==> config.mk <==
export PLATFORM = sky130hd
export DESIGN_NAME = col_cell
export DESIGN_NICKNAME = d
export VERILOG_FILES = /design/src/hdl/col_pkg.sv /design/src/hdl/col_cell.sv
export SDC_FILE = /design/constraint.sdc
export NUM_CORES = 1
export LEC_CHECK = 0
export BUFFER_PORTS_ARGS = -buffer_cell sky130_fd_sc_hd__buf_2
export CAP_MARGIN = 20
export CORE_AREA = 2 2 161 163
export DETAILED_ROUTE_END_ITERATION = 10
export DIE_AREA = 0 0 163 165
export SYNTH_ARGS = -nofsm -noshare
export SYNTH_HDL_FRONTEND = slang
export SYNTH_SLANG_ARGS = --single-unit
==> constraint.sdc <==
create_clock -name clk -period 13.3 [get_ports clk]
set_clock_uncertainty 0.2 [all_clocks]
set_input_delay 1.995 -clock clk [delete_from_list [all_inputs] [get_ports clk]]
set_output_delay 1.995 -clock clk [all_outputs]
set_load 0.01 [all_outputs]
==> src/hdl/col_pkg.sv <==
`timescale 1ns / 1ps

package col_pkg;

  // List geometry
  localparam int CAPACITY = 64;
  localparam int IDX_W    = $clog2(CAPACITY);
  localparam int CNT_W    = $clog2(CAPACITY + 1);
  localparam int WORD_W   = 64;
  localparam int POS_W    = 6;
  localparam int KIND_W   = 4;
  localparam int STAT_W   = 2;
  localparam int CMP_W    = (CNT_W > POS_W) ? CNT_W : POS_W;

  // Gather tree: groups of cells ORed in the first stage
  localparam int GRP      = 8;
  localparam int NGRP     = (CAPACITY + GRP - 1) / GRP;

  // Stream payload widths
  localparam int IN_DATA_W  = ((WORD_W + POS_W + 7) / 8) * 8;
  localparam int OUT_DATA_W = ((2 * WORD_W + 1 + CNT_W + 7) / 8) * 8;

  typedef enum logic [KIND_W-1:0] {
    K_START     = 4'd0,
    K_ADVANCE   = 4'd1,
    K_INSERT    = 4'd2,
    K_ATTACH    = 4'd3,
    K_REMOVE    = 4'd4,
    K_ADD_FRONT = 4'd5,
    K_REM_FRONT = 4'd6,
    K_ADD_END   = 4'd7,
    K_LAST      = 4'd8,
    K_READ      = 4'd9
  } kind_t;

  typedef enum logic [STAT_W-1:0] {
    ST_OK    = 2'd0,
    ST_FULL  = 2'd1,
    ST_EMPTY = 2'd2,
    ST_RANGE = 2'd3
  } status_t;

  // Cell row operation: open a gap at an index, or close the gap at one
  typedef enum logic [1:0] {
    OP_HOLD  = 2'd0,
    OP_OPEN  = 2'd1,
    OP_CLOSE = 2'd2
  } op_t;

  typedef enum logic [1:0] {
    S_IDLE   = 2'd0,
    S_GATHER = 2'd1,
    S_MERGE  = 2'd2
  } state_t;

  typedef struct packed {
    op_t               op;
    logic [IDX_W-1:0]  at;
    logic [WORD_W-1:0] value;
  } cell_ctl_t;

  typedef struct packed {
    logic             cur_en;
    logic [CNT_W-1:0] cur_idx;
    logic             rd_en;
    logic [CNT_W-1:0] rd_idx;
  } cell_sel_t;

endpackage

==> src/hdl/col_cell.sv <==
`timescale 1ns / 1ps

module col_cell (
  input  logic                       clk,
  input  logic [col_pkg::IDX_W-1:0]  idx,
  input  col_pkg::cell_ctl_t         ctl,
  input  col_pkg::cell_sel_t         sel,
  input  logic [col_pkg::WORD_W-1:0] lower,
  input  logic [col_pkg::WORD_W-1:0] upper,
  output logic [col_pkg::WORD_W-1:0] word,
  output logic [col_pkg::WORD_W-1:0] cur_word,
  output logic [col_pkg::WORD_W-1:0] rd_word
);
  import col_pkg::*;

  logic [WORD_W-1:0] word_r;
  logic [WORD_W-1:0] word_nxt;

  // Take the neighbor below when a gap opens (the cell at the index takes the new word), the one above when it closes
  always_comb begin
    word_nxt = word_r;
    case (ctl.op)
      OP_OPEN: begin
        if (idx > ctl.at) begin
          word_nxt = lower;
        end else if (idx == ctl.at) begin
          word_nxt = ctl.value;
        end
      end
      OP_CLOSE: begin
        if (idx >= ctl.at) begin
          word_nxt = upper;
        end
      end
      default: ;
    endcase
  end

  always_ff @(posedge clk) begin
    word_r <= word_nxt;
  end

  // Drive the word onto the gather lines only when selected
  assign word     = word_r;
  assign cur_word = (sel.cur_en && (CNT_W'(idx) == sel.cur_idx)) ? word_r : '0;
  assign rd_word  = (sel.rd_en && (CNT_W'(idx) == sel.rd_idx)) ? word_r : '0;

endmodule

After elaboration in Yosys (flattened, before gate mapping)
Cells that the tools add are included.
{"block": "totals", "reg_bits": 64, "in_bits": 223, "output_inout_bits": 192, "word_cells": 20}
{"block": "classes", "magnitude_cmp": 2, "eq_ne": 7, "n_mux": 6, "reduce_logical": 4}
{"op": "64-bit 2-to-1 mux", "n": 5}
{"op": "64-bit case mux with 2 select lines", "n": 1}
{"op": "6-bit by 7-bit equality test with 1-bit output", "n": 2}
{"op": "6-bit equality test", "n": 1}
{"op": "6-bit greater-or-equal comparator", "n": 1}
{"op": "6-bit greater-than comparator", "n": 1}
{"op": "3-bit != test, second input constant", "n": 1}
{"op": "3-bit AND reduction", "n": 1}
{"op": "2-bit by 1-bit equality test with 1-bit output, second input constant", "n": 1}
{"op": "2-bit equality test, second input constant", "n": 1}
{"op": "1-bit logical AND", "n": 2}
{"op": "2-bit != test, second input constant", "n": 1}
{"op": "2-bit nonzero test", "n": 1}

Depth between registers and ports, before layout
{"block": "depth", "word_depth": 4, "depth_mapped": 9, "mapped_depth_nobuf": 6}

Worst setup path after synthesis
Ideal clock, no wire load.
{"block": "synth_timing", "path_kind": "input to register", "start": "input ctl[69] (netlist bit)", "end": "register word_r[0], in the netlist word[0] (enable)", "setup_time_ps": 503, "arrival_time_ps": 6160, "t_required_ps": 12597, "setup_slack_ps": 6437, "stages": 8, "n_path_buf": 2, "cell_sequence": "inv_1 ha_1 nand2_1 o21ai_4 buf_4 buf_4 a21o_1 a21boi_1"}
{"block": "synth_via", "elab_chain_len": 3, "word_cells_on_any_way": 6, "cone_classes": "order compare: 2; eq/ne: 3; reduce/logical: 1"}
{"element": "start: declaration", "line_no": "col_cell.sv:6", "rtl": "input col_pkg::cell_ctl_t ctl,"}
{"element": "6-bit greater-than comparator, or another cell as far along", "line_no": "col_cell.sv:24", "rtl": "if (idx > ctl.at) begin"}
{"element": "3-bit != test (no line) / 2-bit != test (equally long branches)"}
{"element": "3-bit AND reduction (no line) *"}
{"element": "end signal: assignment", "line_no": "col_cell.sv:40", "rtl": "word_r <= word_nxt;"}
{"element": "end: declaration", "line_no": "col_cell.sv:16", "rtl": "logic [WORD_W-1:0] word_r;"}
Every way passes the cells marked *; elsewhere a longest branch is shown, timed or not.
A chain may end at the register's enable or synchronous reset.

Final worst setup path
{"block": "layout_timing", "start": "input idx[0] (netlist bit)", "end": "output cur_word[50] (netlist bit)"}
{"block": "layout_via", "elab_chain_len": 3}
{"element": "start: declaration", "line_no": "col_cell.sv:5", "rtl": "input logic [col_pkg::IDX_W-1:0] idx,"}
{"element": "6-bit by 7-bit equality test with 1-bit output", "line_no": "col_cell.sv:45", "rtl": "assign cur_word = (sel.cur_en && (CNT_W'(idx) == sel.cur_idx)) ? word_r : '0;"}
{"element": "1-bit logical AND", "line_no": "col_cell.sv:45"}
{"element": "64-bit 2-to-1 mux", "line_no": "col_cell.sv:45"}
{"element": "end: declaration", "line_no": "col_cell.sv:11", "rtl": "output logic [col_pkg::WORD_W-1:0] cur_word,"}
No other way between the ends.

==> impl_metrics.tcl <==
set metrics [dict create \
    status "finished clean" \
    worst_slew_margin_rel 0.3221 \
    io_pins 415 \
    comb_power_share 0.294 \
    core_area_um2 25040 \
    synth_cell_types 34 \
    cp_num_buf_inv 3 \
    cp-end-kind "output pin" \
    fin_nets 1288 \
    cp_top_family "buffers and inverters" \
    finalSetupTns_ns 0 \
    first_pass_iters 5 \
    critPathMostFrequentCell "buf_2" \
    path_class "in -> out" \
    clock-sinks 64 \
    drv_slew 0 \
    synth_flop_cell "edfxtp_1" \
    io_buffers 414 \
    antenna_cells 0 \
    startpoint "idx[0]" \
    yosys_register_bits 64 \
    p_per_area_nw_per_um2 82.01 \
    hold_buffers 0 \
    cts_root_buf "clkbuf_16" \
    cts_buffers 9 \
    hold_path.class "in -> reg" \
    tightest_slew_ns 1.017 \
    clockBufferDepth 2 \
    synth_cells 701 \
    fmax_mhz 174.4 \
    fin_crit_ns 5.735 \
    grt_pass1_vias 6175 \
    cp_max_fo 64 \
    n_fill_cell 2586 \
    wl_per_cell_um 17.07 \
    tritoncts "done" \
    cap_violations 0 \
    met2_usage 0.2980 \
    cp_slowest_cell "buf_4" \
    start_util 0.2568 \
    synth-edff-count 64 \
    setup_viol 0 \
    synthToLayoutAreaGrowth_pct 38.05 \
    startpoint_type "input port" \
    clkSlewWorstSetupHoldPaths_ns 0.06 \
    power.net_switching_mw 0.2319 \
    place_hpwl_um 17000 \
    crit_chain "buf_2, xnor2_1, nand3_1, nor4_4, buf_4, and2_1, buf_2" \
    power.total_mw 0.7278 \
    critPathRequiredTime_ns 11.10 \
    drt-initial-drc-count 439 \
    seq_area_frac_synth 0.2989 \
    rows 58 \
    routed_wirelength_um 23780 \
    fin_crit_sh 0.4312 \
    use_met3 0.02938 \
    antenna_found_initial 0 \
    clockPowerShare 0.325 \
    crit_end "cur_word[50]" \
    grtUsageTotal 0.1647 \
    largest_reg_flops 64 \
    drc 0 \
    ir_worst_vdd_uv 46.41 \
    cellLeakagePower_nw 4.419 \
    finalWeightedCongestion 0.8180 \
    cp.arrival_ns 3.54 \
    cts_resized 0 \
    asyncSetResetFlopFracSynth 0 \
    synth_area_um2 6429 \
    internal_power_mw 0.4959 \
    overflow 0 \
    rsz0062_at_grt "no" \
    drive_gt1_frac 0.5165 \
    whs_path_depth 3 \
    synth_warnings 0 \
    hold_violations 0 \
    switching_share 0.3186 \
    grt_max_degree 90 \
    syn-num-nets 930 \
    grt_busiest_layer "met2" \
    crit_path_max_incr_delay_ns 0.48 \
    die-area_um2 26900 \
    cts_setup_buffers 0 \
    die_w_um 163 \
    synth.area.top_cells "edfxtp_1 30%, nor4_2 19%, and2_1 12%" \
    cts_max_level 3 \
    grtUsageMet1 0.1978 \
    grt_pass1_wl_um 34580 \
    fp.dieH_um 165 \
    synth_top_area_cell "edfxtp_1" \
    hold_start "upper[8]" \
    netlist.area_leader.share 0.2989 \
    vias 6790 \
    viasPerCell 4.874 \
    pwr-share-seq 0.381 \
    syn-mean-instance-area_um2 9.171 \
    drtAntennaViolNets 0 \
    cp.depth 7 \
]
==> metal layers <==
metal	vias up	share of wire	routed length (µm)
met3	21	0.061	1449
met1	3209	0.41	9772
met2	274	0.51	12130
li1	3286	-	-
met5	-	0	0
met4	0	0.018	429
==> final cells by class <==
| cell class | count | area (µm²) | area share |
|---|---|---|---|
| clock buffers | 10 | 229.0 | 0.02580 |
| clock inverters | 5 | 48.80 | 0.005498 |
| inverters | 6 | 22.52 | 0.002538 |
| multi-input cells | 551 | 4070 | 0.4586 |
| flip-flops and latches | 64 | 1922 | 0.2166 |
| well taps | 330 | 412.9 | 0.04652 |
| repair buffers | 427 | 2170 | 0.2445 |
==> metrics by stage <==
| stage | area, µm² | setup WS (ns) | instances | util | hold slack, ns |
|---|---|---|---|---|---|
| floorplan | 6429 | 6.437 | 701 | - | 2.092 |
| global placement | 8597 | 7.623 | 1378 | 0.3434 | 2.206 |
| detailed placement | 8597 | 7.591 | 1378 | 0.3434 | 2.201 |
| CTS | 8875 | 7.578 | 1393 | 0.3545 | 1.831 |
| global route | 8875 | 7.429 | 1393 | 0.3545 | 1.854 |
| finish | 8875 | 7.565 | 1393 | 0.3545 | 1.854 |
==> cell usage in the layout (no fill, tap or decap), types with 2 or more instances in the layout <==
cell type and instances:
nor4_1 28, ha_1 6, nor2_1 125, clkinv_2 3, a21o_1 2, edfxtp_1 64, nand2b_1 2, xor2_1 4
a2111oi_0 2, nand3b_1 2, nor4_2 100, nand3_1 2, buf_4 13, inv_1 6, clkbuf_16 9, nor3_1 64
xnor2_1 8, and2_1 128, a21oi_1 2, nor4_4 2, o211a_1 61, buf_2 414
==> power groups by stage <==
stage          logic, mW  clock network [mW]  registers [mW]
2_1_floorplan      0.120                   0           0.287
3_3_place_gp       0.213                   0           0.282
3_5_place_dp       0.216                   0           0.282
4_1_cts            0.217               0.247           0.278
5_1_grt            0.234               0.253           0.281
6_report           0.214               0.237           0.277
==> synthesized netlist by cell type, types with 8 or more instances <==
| cell type | number |
|---|---|
| nor4_1 | 28 |
| nor4_2 | 100 |
| o211a_1 | 61 |
| and2_1 | 128 |
| nor3_1 | 64 |
| nor2_1 | 125 |
| xnor2_1 | 8 |
| clkbuf_1 | 42 |
| buf_2 | 16 |
| edfxtp_1 | 64 |
==> cell families after synthesis <==
logic type,share of synthesized area
AO/OA/AOI/OAI,0.1098
XOR/XNOR,0.01635
adder cells (fa/ha/maj),0.01168
buffers and inverters,0.07376
flip-flops,0.2989
AND/OR/NAND/NOR,0.4895
==> worst min-delay path by stage <==
| stage | endpoint | slack [ns] |
|---|---|---|
| 2_1_floorplan | word[26] | 2.09 |
| 5_1_grt | word[8] | 1.85 |
| 6_report | word[8] | 1.85 |
| 3_3_place_gp | word[62] | 2.21 |
| 4_1_cts | word[8] | 1.83 |
| 3_5_place_dp | word[8] | 2.20 |
==> worst min-delay path, delay by kind of cell <==
family                 cells  cell delay, ns
buffers and inverters      1            0.09
AND/OR/NAND/NOR            2            0.13
Note: power is estimated with default switching activity, not from simulation.
